File: src/design/spim_pkg.sv
// ----------------------------------------------------------------------------
// spim_pkg: shared types and constants for the SPI register access master
// Command codes, op encoding, frame geometry and the queue entry type.
// ----------------------------------------------------------------------------
`default_nettype none

package spim_pkg;

  localparam int DATA_BITS  = 8;
  localparam int CMD_BITS   = 16;
  localparam int FRAME_BITS = CMD_BITS + DATA_BITS;
  localparam int ADDR_BITS  = CMD_BITS - 1;
  localparam int IDX_W      = $clog2(FRAME_BITS + 1);
  localparam int BITPOS_W   = $clog2(DATA_BITS);

  localparam int QUEUE_DEPTH = 2;
  localparam int QPTR_W      = $clog2(QUEUE_DEPTH);
  localparam int QCNT_W      = $clog2(QUEUE_DEPTH + 1);

  // request command codes on the input channel
  localparam logic [2:0] CMD_TICK  = 3'd0;
  localparam logic [2:0] CMD_WRITE = 3'd1;
  localparam logic [2:0] CMD_READ  = 3'd2;
  localparam logic [2:0] CMD_SET   = 3'd3;
  localparam logic [2:0] CMD_CLEAR = 3'd4;

  typedef enum logic [2:0] {
    OP_NONE  = 3'd0,
    OP_WRITE = 3'd1,
    OP_READ  = 3'd2,
    OP_SET   = 3'd3,
    OP_CLEAR = 3'd4
  } op_e;

  // one classified tick as it travels from front end to engine
  typedef struct packed {
    op_e                   op;
    logic [FRAME_BITS-1:0] frame;
    logic [BITPOS_W-1:0]   bit_pos;
    logic                  miso;
  } item_t;

endpackage

`default_nettype wire

File: src/design/spim_if.sv
// ----------------------------------------------------------------------------
// spim_if: request and result channel interfaces
// Valid/ready channels carrying one tick request and one tick result.
// ----------------------------------------------------------------------------
`default_nettype none

interface spim_req_if;
  logic        valid;
  logic        ready;
  logic [2:0]  cmd;
  logic [14:0] reg_address;
  logic [7:0]  write_byte;
  logic [2:0]  bit_position;
  logic        miso_level;

  modport source (output valid, cmd, reg_address, write_byte, bit_position, miso_level,
                  input ready);
  modport sink   (input valid, cmd, reg_address, write_byte, bit_position, miso_level,
                  output ready);
endinterface

interface spim_res_if;
  logic       valid;
  logic       ready;
  logic       sclk_level;
  logic       cs_n_level;
  logic       mosi_level;
  logic       busy_res;
  logic       done_res;
  logic [7:0] read_byte;

  modport source (output valid, sclk_level, cs_n_level, mosi_level, busy_res, done_res,
                  read_byte, input ready);
  modport sink   (input valid, sclk_level, cs_n_level, mosi_level, busy_res, done_res,
                  read_byte, output ready);
endinterface

`default_nettype wire

File: src/design/spim_front.sv
// ----------------------------------------------------------------------------
// spim_front: request intake and classification
// Decodes the command, builds the initial serial frame and pushes the queue.
// ----------------------------------------------------------------------------
`default_nettype none

module spim_front import spim_pkg::*; (
  spim_req_if.sink req_i,
  input  logic     full_i,
  output logic     push_o,
  output item_t    item_o
);

  op_e op;

  always_comb begin
    unique case (req_i.cmd)
      CMD_WRITE: op = OP_WRITE;
      CMD_READ:  op = OP_READ;
      CMD_SET:   op = OP_SET;
      CMD_CLEAR: op = OP_CLEAR;
      CMD_TICK:  op = OP_NONE;
      default:   op = OP_NONE;   // unused codes act as a plain tick
    endcase
  end

  assign req_i.ready = ~full_i;
  assign push_o      = req_i.valid & ~full_i;

  always_comb begin
    item_o.op      = op;
    item_o.bit_pos = req_i.bit_position;
    item_o.miso    = req_i.miso_level;
    // write carries its data byte; reads and RMW start with the read flag set
    if (op == OP_WRITE) begin
      item_o.frame = {1'b0, req_i.reg_address, req_i.write_byte};
    end else begin
      item_o.frame = {1'b1, req_i.reg_address, {DATA_BITS{1'b0}}};
    end
  end

endmodule

`default_nettype wire

File: src/design/spim_fifo.sv
// ----------------------------------------------------------------------------
// spim_fifo: short queue between front end and engine
// Two-entry FIFO; push and pop may happen in the same cycle.
// ----------------------------------------------------------------------------
`default_nettype none

module spim_fifo import spim_pkg::*; (
  input  logic  clk_i,
  input  logic  rst_ni,
  input  logic  push_i,
  input  item_t item_i,
  output logic  full_o,
  input  logic  pop_i,
  output logic  valid_o,
  output item_t item_o
);

  item_t             mem_q [QUEUE_DEPTH];
  logic [QPTR_W-1:0] wr_ptr_q, wr_ptr_d;
  logic [QPTR_W-1:0] rd_ptr_q, rd_ptr_d;
  logic [QCNT_W-1:0] cnt_q, cnt_d;
  logic              do_pop;

  assign full_o  = (cnt_q == QCNT_W'(QUEUE_DEPTH));
  assign valid_o = (cnt_q != '0);
  assign item_o  = mem_q[rd_ptr_q];
  assign do_pop  = pop_i & valid_o;

  always_comb begin
    wr_ptr_d = wr_ptr_q;
    rd_ptr_d = rd_ptr_q;
    cnt_d    = cnt_q;
    if (push_i) begin
      wr_ptr_d = (wr_ptr_q == QPTR_W'(QUEUE_DEPTH - 1)) ? '0 : wr_ptr_q + 1'b1;
    end
    if (do_pop) begin
      rd_ptr_d = (rd_ptr_q == QPTR_W'(QUEUE_DEPTH - 1)) ? '0 : rd_ptr_q + 1'b1;
    end
    if (push_i && !do_pop) begin
      cnt_d = cnt_q + 1'b1;
    end else if (!push_i && do_pop) begin
      cnt_d = cnt_q - 1'b1;
    end
  end

  always_ff @(posedge clk_i or negedge rst_ni) begin
    if (!rst_ni) begin
      wr_ptr_q <= '0;
      rd_ptr_q <= '0;
      cnt_q    <= '0;
    end else begin
      wr_ptr_q <= wr_ptr_d;
      rd_ptr_q <= rd_ptr_d;
      cnt_q    <= cnt_d;
    end
  end

  always_ff @(posedge clk_i) begin
    if (push_i) begin
      mem_q[wr_ptr_q] <= item_i;
    end
  end

endmodule

`default_nettype wire

File: src/design/spim_back.sv
// ----------------------------------------------------------------------------
// spim_back: serial engine and result register
// Runs one half-period tick per queue entry and registers the pin levels.
// ----------------------------------------------------------------------------
`default_nettype none

module spim_back import spim_pkg::*; (
  input  logic       clk_i,
  input  logic       rst_ni,
  input  logic       valid_i,
  input  item_t      item_i,
  output logic       pop_o,
  spim_res_if.source res_o
);

  // engine state
  logic [FRAME_BITS-1:0] frame_q, frame_d;
  logic [IDX_W-1:0]      idx_q, idx_d;
  logic                  half_q, half_d;
  op_e                   op_q, op_d;
  logic [DATA_BITS-1:0]  cap_q, cap_d;
  logic                  rmw_q, rmw_d;
  logic [ADDR_BITS-1:0]  laddr_q, laddr_d;
  logic [BITPOS_W-1:0]   lbit_q, lbit_d;

  // result register
  logic                  out_valid_q;
  logic                  sclk_q, cs_n_q, mosi_q, busy_q, done_q;
  logic                  sclk, cs_n, mosi, busy, done;

  logic                  start, reading, inbit;
  logic [FRAME_BITS-1:0] fr;
  logic [IDX_W-1:0]      idx;
  logic                  half, rmw;
  op_e                   op;
  logic [ADDR_BITS-1:0]  laddr;
  logic [BITPOS_W-1:0]   lbit;
  logic [DATA_BITS-1:0]  rb, bit_mask, mod_byte;

  assign pop_o = valid_i & (~out_valid_q | res_o.ready);
  assign start = (op_q == OP_NONE) & (item_i.op != OP_NONE);

  always_comb begin
    // a new request overrides the idle state on the tick it is accepted
    op    = start ? item_i.op : op_q;
    fr    = start ? item_i.frame : frame_q;
    idx   = start ? '0 : idx_q;
    half  = start ? 1'b0 : half_q;
    rmw   = start ? ((item_i.op == OP_SET) | (item_i.op == OP_CLEAR)) : rmw_q;
    laddr = start ? item_i.frame[FRAME_BITS-2 -: ADDR_BITS] : laddr_q;
    lbit  = start ? item_i.bit_pos : lbit_q;

    reading  = (op == OP_READ) | rmw;
    inbit    = reading & (idx >= IDX_W'(CMD_BITS)) & item_i.miso;
    rb       = fr[DATA_BITS-1:0];
    bit_mask = DATA_BITS'(1) << lbit;
    mod_byte = (op == OP_SET) ? (rb | bit_mask) : (rb & ~bit_mask);

    frame_d = fr;
    idx_d   = idx;
    half_d  = half;
    op_d    = op;
    cap_d   = cap_q;
    rmw_d   = rmw;
    laddr_d = laddr;
    lbit_d  = lbit;

    sclk = 1'b0;
    cs_n = 1'b1;
    mosi = 1'b0;
    busy = 1'b0;
    done = 1'b0;

    if (op != OP_NONE) begin
      if (idx < IDX_W'(FRAME_BITS)) begin
        cs_n = 1'b0;
        busy = 1'b1;
        mosi = fr[FRAME_BITS-1];
        if (!half) begin
          half_d = 1'b1;
        end else begin
          sclk    = 1'b1;
          frame_d = {fr[FRAME_BITS-2:0], inbit};
          idx_d   = idx + 1'b1;
          half_d  = 1'b0;
        end
      end else begin
        // chip select high tick closing a frame
        if (reading) begin
          cap_d = rb;
        end
        idx_d  = '0;
        half_d = 1'b0;
        if (rmw) begin
          frame_d = {1'b0, laddr, mod_byte};
          rmw_d   = 1'b0;
          busy    = 1'b1;
        end else begin
          done = 1'b1;
          op_d = OP_NONE;
        end
      end
    end
  end

  always_ff @(posedge clk_i or negedge rst_ni) begin
    if (!rst_ni) begin
      frame_q     <= '0;
      idx_q       <= '0;
      half_q      <= 1'b0;
      op_q        <= OP_NONE;
      cap_q       <= '0;
      rmw_q       <= 1'b0;
      laddr_q     <= '0;
      lbit_q      <= '0;
      out_valid_q <= 1'b0;
    end else begin
      if (pop_o) begin
        frame_q <= frame_d;
        idx_q   <= idx_d;
        half_q  <= half_d;
        op_q    <= op_d;
        cap_q   <= cap_d;
        rmw_q   <= rmw_d;
        laddr_q <= laddr_d;
        lbit_q  <= lbit_d;
      end
      if (pop_o) begin
        out_valid_q <= 1'b1;
      end else if (res_o.ready) begin
        out_valid_q <= 1'b0;
      end
    end
  end

  always_ff @(posedge clk_i) begin
    if (pop_o) begin
      sclk_q <= sclk;
      cs_n_q <= cs_n;
      mosi_q <= mosi;
      busy_q <= busy;
      done_q <= done;
    end
  end

  assign res_o.valid      = out_valid_q;
  assign res_o.sclk_level = sclk_q;
  assign res_o.cs_n_level = cs_n_q;
  assign res_o.mosi_level = mosi_q;
  assign res_o.busy_res   = busy_q;
  assign res_o.done_res   = done_q;
  assign res_o.read_byte  = cap_q;

endmodule

`default_nettype wire

File: src/design/spi_register_access_master.sv
// A tick request's result is registered: an accepted request waits in the queue
//   until the engine pops it, which loads the result register.
// Throughput: one tick request per cycle while the result channel takes each result.
// Reset: asynchronous, active low; engine idle, read byte zero,
//   queue and result register empty.
// ----------------------------------------------------------------------------
// spi_register_access_master: SPI mode-0 register access master, top level
// Tick-driven master for 15-bit address register write, read and bit RMW.
// ----------------------------------------------------------------------------
`default_nettype none

// Each accepted request is one serial half-period tick and yields exactly one
// result with the pin levels for that tick.
//
// Front end: classifies the command (unused codes count as a plain tick) and
// prebuilds the frame: {0, addr, data} for a write, {1, addr, 0} for a read.
// Queue: two entries, lets the engine stall on the result side while the
// front keeps accepting.
// Engine: shifts the 24-bit frame MSB first, low tick drives MOSI, high tick
// raises SCLK and samples MISO into the data byte of a read. After each frame
// one chip-select-high tick ends it; for a read-modify-write that tick also
// patches the selected bit and reloads the write frame.
// Requests arriving while a transaction runs are taken as ticks only.

module spi_register_access_master import spim_pkg::*; (
  input  logic       clk_i,
  input  logic       rst_ni,
  spim_req_if.sink   req_i,
  spim_res_if.source res_o
);

  logic  push, full, pop, q_valid;
  item_t push_item, pop_item;

  spim_front u_front (
    .req_i  (req_i),
    .full_i (full),
    .push_o (push),
    .item_o (push_item)
  );

  spim_fifo u_fifo (
    .clk_i   (clk_i),
    .rst_ni  (rst_ni),
    .push_i  (push),
    .item_i  (push_item),
    .full_o  (full),
    .pop_i   (pop),
    .valid_o (q_valid),
    .item_o  (pop_item)
  );

  spim_back u_back (
    .clk_i   (clk_i),
    .rst_ni  (rst_ni),
    .valid_i (q_valid),
    .item_i  (pop_item),
    .pop_o   (pop),
    .res_o   (res_o)
  );

endmodule

`default_nettype wire
File: src/flat_wrapper.sv
// flat-port wrapper written by rule: the top's interface ports become plain ports
module spi_register_access_master_flat import spim_pkg::*;
  (clk_i, rst_ni, req_i_valid, req_i_cmd, req_i_reg_address, req_i_write_byte, req_i_bit_position, req_i_miso_level, req_i_ready, res_o_valid, res_o_sclk_level, res_o_cs_n_level, res_o_mosi_level, res_o_busy_res, res_o_done_res, res_o_read_byte, res_o_ready);
  spim_req_if req_i_i ();
  spim_res_if res_o_i ();
  input  logic clk_i;
  input  logic rst_ni;
  input wire logic [$bits(req_i_i.valid)-1:0] req_i_valid;
  input wire logic [$bits(req_i_i.cmd)-1:0] req_i_cmd;
  input wire logic [$bits(req_i_i.reg_address)-1:0] req_i_reg_address;
  input wire logic [$bits(req_i_i.write_byte)-1:0] req_i_write_byte;
  input wire logic [$bits(req_i_i.bit_position)-1:0] req_i_bit_position;
  input wire logic [$bits(req_i_i.miso_level)-1:0] req_i_miso_level;
  output wire logic [$bits(req_i_i.ready)-1:0] req_i_ready;
  output wire logic [$bits(res_o_i.valid)-1:0] res_o_valid;
  output wire logic [$bits(res_o_i.sclk_level)-1:0] res_o_sclk_level;
  output wire logic [$bits(res_o_i.cs_n_level)-1:0] res_o_cs_n_level;
  output wire logic [$bits(res_o_i.mosi_level)-1:0] res_o_mosi_level;
  output wire logic [$bits(res_o_i.busy_res)-1:0] res_o_busy_res;
  output wire logic [$bits(res_o_i.done_res)-1:0] res_o_done_res;
  output wire logic [$bits(res_o_i.read_byte)-1:0] res_o_read_byte;
  input wire logic [$bits(res_o_i.ready)-1:0] res_o_ready;
  assign req_i_i.valid = req_i_valid;
  assign req_i_i.cmd = req_i_cmd;
  assign req_i_i.reg_address = req_i_reg_address;
  assign req_i_i.write_byte = req_i_write_byte;
  assign req_i_i.bit_position = req_i_bit_position;
  assign req_i_i.miso_level = req_i_miso_level;
  assign req_i_ready = req_i_i.ready;
  assign res_o_valid = res_o_i.valid;
  assign res_o_sclk_level = res_o_i.sclk_level;
  assign res_o_cs_n_level = res_o_i.cs_n_level;
  assign res_o_mosi_level = res_o_i.mosi_level;
  assign res_o_busy_res = res_o_i.busy_res;
  assign res_o_done_res = res_o_i.done_res;
  assign res_o_read_byte = res_o_i.read_byte;
  assign res_o_i.ready = res_o_ready;
  spi_register_access_master u_core (.clk_i(clk_i), .rst_ni(rst_ni), .req_i(req_i_i), .res_o(res_o_i));
endmodule
File: config.mk
export PLATFORM = sky130hd
export DESIGN_NAME = spi_register_access_master_flat
export DESIGN_NICKNAME = d
export VERILOG_FILES = /design/src/design/spim_pkg.sv /design/src/design/spim_if.sv /design/src/design/spim_front.sv /design/src/design/spim_fifo.sv /design/src/design/spim_back.sv /design/src/design/spi_register_access_master.sv /design/src/flat_wrapper.sv
export SDC_FILE = /design/constraint.sdc
export NUM_CORES = 1
export LEC_CHECK = 0
export ABC_AREA = 1
export BUFFER_PORTS_ARGS = -buffer_cell sky130_fd_sc_hd__buf_4
export CORE_MARGIN = 4
export CORE_UTILIZATION = 50
export DETAILED_ROUTE_END_ITERATION = 8
export PLACE_DENSITY_LB_ADDON = 0.05
export SLEW_MARGIN = 0
export SYNTH_ARGS = -nofsm -noshare
export SYNTH_HDL_FRONTEND = slang
export SYNTH_SLANG_ARGS = --single-unit
File: constraint.sdc
create_clock -name clk_i -period 5.6 [get_ports clk_i]
set_input_delay 0.56 -clock clk_i [delete_from_list [all_inputs] [get_ports clk_i]]
set_output_delay 0.56 -clock clk_i [all_outputs]
set_load 0.05 [all_outputs]
# Word-level counts from Yosys, hierarchy flattened
# Memories as Yosys holds them, arrays and structs flattened.
# Index checks and enable logic that the tools add are counted.
dict set report classes {
  n_lt_le_gt_ge 2
  addsub 5
  bitwise_logic 16
  mux 38
  n_div 0
  multipliers 0
  n_shift 1
  reduce_logical 13
  eq_ne 10
}
# cell count
set op_table {}
lappend op_table {{two-way mux 24 bit} 6}
lappend op_table {{two-way mux 5 bit} 4}
lappend op_table {{two-way mux 1 bit} 18}
lappend op_table {{equality test 3 x 2 -> 1 bit, second input constant} 5}
lappend op_table {{two-way mux 15 bit} 1}
lappend op_table {{two-way mux 3 bit} 5}
lappend op_table {{case mux 3 bit (4 select lines)} 1}
lappend op_table {{AND 8 bit} 1}
lappend op_table {{two-way mux 8 bit} 1}
lappend op_table {{inverter 8 bit} 1}
lappend op_table {{bitwise OR 8 bit} 1}
lappend op_table {{left shift 1 x 3 -> 8 bit, first input constant} 1}
lappend op_table {{AND 1 bit} 6}
lappend op_table {{equality test 3 x 1 -> 1 bit, second input constant} 2}
lappend op_table {{equality test 3 bit, second input constant} 2}
lappend op_table {{nonzero test 2 bit} 3}
lappend op_table {{nonzero test 3 bit} 2}
lappend op_table {{adder 5 x 1 -> 5 bit, second input constant} 1}
lappend op_table {{>= comparator 5 bit, second input constant} 1}
lappend op_table {{< comparator 5 bit, second input constant} 1}
lappend op_table {{two-way mux 2 bit} 2}
lappend op_table {{inverter 1 bit} 4}
lappend op_table {{AND reduction 4 bit} 1}
lappend op_table {{zero test 3 bit} 1}
lappend op_table {{9 further kinds} 14}
dict set report totals {
  inputBits 34
  latch_bits 0
  ramBits 62
  mem_bits_ro 0
  elab_cells 103
  memories 1
  out_inout_bits 15
  regBits 70
}
# memory words width read_ports rd_ports_with_merged_regs wr line
set mem_list {}
lappend mem_list {u_core.u_fifo.mem_q 2 31 1 0 1 spim_fifo.sv:18} ;# item_t mem_q [QUEUE_DEPTH];

# Longest topological paths before layout
# An unclocked memory read counts as a cell.
dict set report logic_depth {
  word_depth 11
  ltp_mapped 14
  mapped_depth_nobuf 14
}

# Modules after synthesis
# Synthesis repeated with hierarchy kept, for this count alone.
dict set report hier_totals {
  hier_cells 837
  hier_area_um2 7049.3
}
# mod cells_each n_inst area_per_inst_um2 seq_area_each_um2
set by_module_without_submodules {}
lappend by_module_without_submodules {spim_back 602 1 4236.6 1676.6}
lappend by_module_without_submodules {spim_fifo 190 1 2557.5 1961.9}
lappend by_module_without_submodules {spim_front 45 1 255.2 0.0}

# Worst setup path after synthesis
# Ideal clock, no wire load.
dict set report synth_path {
  path_type {register -> register}
  startpoint {reg u_core.u_fifo.cnt_q[0]}
  endpoint {mem u_core.u_fifo.mem_q[1][0] in the netlist's numbering, enable pin}
  required_time_ps 5179
  path_buffers 0
  arrival_ps 2305
  slack_ps 2875
  period_less_slack_ps 2725
  stages_incl_launch_ff 5
  setup_time_ps 421
  cell_sequence {dfrtp_1 > inv_1 > nand2_1 > nand2_1 > nor2_1}
}
dict set report synth_via {
  elab_chain_cells 5
}
# item line
set synth_rtl {}
lappend synth_rtl {{start, declared} spim_fifo.sv:21} ;# logic [QCNT_W-1:0] cnt_q, cnt_d;
lappend synth_rtl {{start signal, assigned} spim_fifo.sv:54} ;# cnt_q <= cnt_d;
lappend synth_rtl {{equality test 2 bit} spim_fifo.sv:24} ;# assign full_o = (cnt_q == QCNT_W'(QUEUE_DEPTH));
lappend synth_rtl {{inverter 1 bit} --}
lappend synth_rtl {{net req_i_ready} flat_wrapper.sv:14} ;# output wire logic [$bits(req_i_i.ready)-1:0] req_i_ready;
lappend synth_rtl {{AND 1 bit} spim_front.sv:28} ;# assign push_o = req_i.valid & ~full_i;
lappend synth_rtl {{two-way mux 1 bit} spim_fifo.sv:59} ;# if (push_i) begin
lappend synth_rtl {{two-way mux 1 bit (not written as such)} spim_fifo.sv:60} ;# mem_q[wr_ptr_q] <= item_i;
lappend synth_rtl {{end, declared} spim_fifo.sv:18}
# The timed path passes the listed nets, and every way through them passes these cells.

# Worst setup path after layout
dict set report layout_path {
  startpoint {reg u_core.u_fifo.rd_ptr_q}
  endpoint {reg u_core.u_back.frame_q[2]}
}
dict set report layout_via {
  elab_chain_cells 11
  elab_cells_between_ends 24
  classes_between {1 x order compare; 3 x eq/ne; 1 x shift; 11 x mux; 5 x bitwise; 2 x reduce/logical; 1 x memory}
}
# item line
set layout_rtl {}
lappend layout_rtl {{start, declared} spim_fifo.sv:20} ;# logic [QPTR_W-1:0] rd_ptr_q, rd_ptr_d;
lappend layout_rtl {{start signal, assigned} spim_fifo.sv:53} ;# rd_ptr_q <= rd_ptr_d;
lappend layout_rtl {{memory read (2 x 31 bit) (*)} --}
lappend layout_rtl {{nonzero test 3 bit} spim_back.sv:41} ;# assign start = (op_q == OP_NONE) & (item_i.op != OP_NONE);
lappend layout_rtl {{AND 1 bit} spim_back.sv:41}
lappend layout_rtl {{two-way mux 3 bit} spim_back.sv:51} ;# lbit = start ? item_i.bit_pos : lbit_q;
lappend layout_rtl {{left shift 1 x 3 -> 8 bit} spim_back.sv:56} ;# bit_mask = DATA_BITS'(1) << lbit;
lappend layout_rtl {{inverter 8 bit} spim_back.sv:57} ;# mod_byte = (op == OP_SET) ? (rb | bit_mask) : (rb & ~bit_mask);
lappend layout_rtl {{AND 8 bit} spim_back.sv:57}
lappend layout_rtl {{two-way mux 8 bit} spim_back.sv:57}
lappend layout_rtl {{two-way mux 24 bit} spim_back.sv:94} ;# if (rmw) begin
lappend layout_rtl {{two-way mux 24 bit} spim_back.sv:75} ;# if (idx < IDX_W'(FRAME_BITS)) begin
lappend layout_rtl {{two-way mux 24 bit (*)} spim_back.sv:74} ;# if (op != OP_NONE) begin
lappend layout_rtl {{end signal, assigned} spim_back.sv:119} ;# frame_q <= frame_d;
lappend layout_rtl {{end, declared} spim_back.sv:17} ;# logic [FRAME_BITS-1:0] frame_q, frame_d;
# Mark *: on every way between the ends. The rest lies on a longest branch, timed or not.
# A chain may end at the register's enable or synchronous reset.

==> results_dict.tcl <==
set metrics [dict create \
    outcome "completed" \
    drc 0 \
    syn_nets 774 \
    core_um2 12570 \
    hold_slack_ns 0.2365 \
    cts_buffers 17 \
    busiest_layer "met1" \
    ios 49 \
    post_cts_buffers 0 \
    use_met3 0.04382 \
    grt_pass1_wl_um 22880 \
    peakVddDrop_mv 0.3003 \
    rows 41 \
    power.density_cell_area_nw_per_um2 596.2 \
    met1_usage 0.3045 \
    slew_headroom 0.4419 \
    clock_skew_ns 0.006232 \
    antennaDiodeCount 0 \
    fin_nets 817 \
    io_buffer_count 48 \
    endpoint_kind "flip-flop" \
    setup_viol 0 \
    cts_tree "built" \
    finalHoldViolations 0 \
    yosysWarnings 0 \
    rr_startpoint "u_core.u_fifo.rd_ptr_q" \
    insertion_delay_ns 0.42 \
    synth_cell_types 36 \
    antenna_found_initial 0 \
    hold_buffers 0 \
    cts.htree.levels 4 \
    die_y_um 121.2 \
    clockRootBuffer "clkbuf_16" \
    final_cell_area_um2 7435 \
    grt_pass1_vias 4503 \
    syn_to_final_growth_pct 16.10 \
    final_common_cell "nand2_1" \
    vias 4923 \
    clock_path_buffers 2 \
    critPathMaxFanout 48 \
    finalSetupTns_ns 0 \
    fillers 1125 \
    ctsResizeCount 0 \
    worst_hold_path_type "in2async" \
    syn_area_um2 6404 \
    cts.sinks 132 \
    gp_congestion 0.8777 \
    die_w_um 121.2 \
    max_stage_delay_ns 0.65 \
    final_util 0.5915 \
    drive_gt1_frac 0.1461 \
    seq_area_frac_synth 0.5682 \
    min_period_over_period 0.5894 \
    grt_max_degree 84 \
    synthesis.instances 738 \
    cp-startpoint "u_core.u_fifo.rd_ptr_q" \
    dr.pass1.iters 5 \
    max-cap-violations 0 \
    use_met2 0.2807 \
    worstPathRequired_ns 5.90 \
    via_per_inst 5.096 \
    p_leak_nw 3.377 \
    avgRoutedWirePerCell_um 14.31 \
    worst_slew_pin_slew_ns 0.8372 \
    final_cell_mix "nand2_1 (247), nor2_1 (79), inv_1 (69), edfxtp_1 (67), dfrtp_1 (65)" \
    start_util 0.5095 \
    yosys_register_bits 132 \
    post_dp_cell_area_um2 6865 \
    critical_path_class "reg2reg" \
    drt_wl_total_um 13820 \
    slowest_stage "inv_2" \
    cts.clk_slew.worst_paths_ns 0.06 \
    post-route-min-period_ns 3.300 \
    grt_use_total 0.1999 \
    crit_chain "buf_4 -> inv_2 -> nand2_1 -> nand2_2 -> nand3_4 -> nand2_4 -> inv_2 -> nand3_1 -> o21ai_0 -> nor2_1 -> nor2_1 -> a21oi_1" \
    drtIter0Drc 494 \
    max_freq_mhz 303.0 \
    syn_area_per_cell_um2 8.677 \
    detail-route-antenna-nets 0 \
    final_max_slew_viol_count 0 \
    hpwlAfterDp_um 8939 \
    cp.arrival_ns 3.60 \
    grt_overflow 0 \
    start_kind "flip-flop" \
    rsz0062_at_grt "false" \
    dieArea_um2 14680 \
]
[layout make-up]
cell class	instances	area, µm²	area share
tap	172	215.2	0.02895
multi-input combinational	501	2326	0.3129
clock inverter	13	136.4	0.01834
clock buffer	19	432.9	0.05823
timing repair buffer	52	390.4	0.05251
sequential	132	3638	0.4894
inverter	77	295.3	0.03972
[cells in the mapped netlist, drive strengths merged]
| library cell | n | area [µm²] |
|---|---|---|
| nand2 | 254 | 985.9 |
| nor2 | 87 | 365.3 |
| inv | 75 | 286.5 |
| edfxtp | 67 | 2012 |
| dfrtp | 65 | 1627 |
| o21ai | 59 | 310.3 |
| nand3 | 44 | 295.3 |
| a21oi | 31 | 162.7 |
| buf | 18 | 118.9 |
| a31oi | 12 | 75.07 |
| clkbuf | 10 | 37.54 |
| a22oi | 3 | 22.52 |
| clkinv | 2 | 8.750 |
| ha | 2 | 25.02 |
| nand4 | 2 | 12.51 |
| xor2 | 2 | 17.52 |
| a21boi | 1 | 7.510 |
| nand3b | 1 | 7.510 |
| nor3 | 1 | 10.01 |
| o211ai | 1 | 7.510 |
| xnor2 | 1 | 8.760 |
[path summary, 6_finish.rpt]
| check | to | slack (ns) | cells after the start |
|---|---|---|---|
| worst max-delay path | u_core.u_back.frame_q[2] | 2.30 | 12 |
| worst min-delay path | u_core.u_back.res_o.valid | 0.24 | 1 |
| worst max register to register | u_core.u_back.frame_q[2] | 2.30 | 12 |
| worst min register to register | u_core.u_fifo.cnt_q[0] | 0.48 | 1 |
| max in group asynchronous | u_core.u_back.frame_q[5] | 4.80 | 1 |
| min in group clk_i | u_core.u_fifo.mem_q[1][23] | 0.32 | 1 |
[metal layers]
metal | wire, µm | share of wire
met3 | 795 | 0.058
met2 | 5893 | 0.43
met1 | 6920 | 0.50
met5 | 0 | 0
met4 | 209 | 0.015
[critical path, delay by kind of cell (launching register included)]
kind | cells | cell delay, ns
AND/OR/NAND/NOR | 7 | 1.15
buffers and inverters | 3 | 1.28
AO/OA/AOI/OAI | 2 | 0.36
flip-flops | 1 | 0.32
[sequential cells by signal, indices dropped and copies added, names as in the netlist]
signal / count
u_core.u_fifo.mem_q: 62
u_core.u_back.res_o.read_byte: 8
u_core.u_back.op_q: 3
u_core.u_back.res_o.sclk_level: 1
u_core.u_back.lbit_q: 3
u_core.u_back.res_o.done_res: 1
u_core.u_back.res_o.valid: 1
u_core.u_back.laddr_q: 15
u_core.u_fifo.wr_ptr_q: 1
u_core.u_back.rmw_q: 1
u_core.u_back.half_q: 1
u_core.u_back.frame_q: 24
u_core.u_back.idx_q: 5
u_core.u_fifo.rd_ptr_q: 1
u_core.u_back.res_o.mosi_level: 1
u_core.u_fifo.cnt_q: 2
u_core.u_back.res_o.busy_res: 1
u_core.u_back.res_o.cs_n_level: 1
[per-stage QoR]
stage	total power, mW	worst slack [ns]	std cells
after floorplan	2.945	2.875	738
after global placement	3.341	2.537	934
after detailed placement	3.383	2.352	934
after CTS	4.458	2.345	966
after global routing	4.767	2.029	966
final	4.433	2.300	966
[kinds of logic after synthesis]
family	Yosys count	synth area share
buffers and inverters	105	0.07053
adder cells (fa/ha/maj)	2	0.003907
XOR/XNOR	3	0.004104
AO/OA/AOI/OAI	107	0.09144
AND/OR/NAND/NOR	389	0.2618
flip-flops	132	0.5682
[power breakdown]
| part | internal, mW | total (mW) | leakage (nW) | switching [mW] |
|---|---|---|---|---|
| Sequential | 1.38 | 1.54 | 1.42 | 0.155 |
| Combinational | 0.545 | 1.84 | 1.70 | 1.29 |
| Clock | 0.651 | 1.06 | 0.259 | 0.410 |
Power figures use the tool's default switching activity.
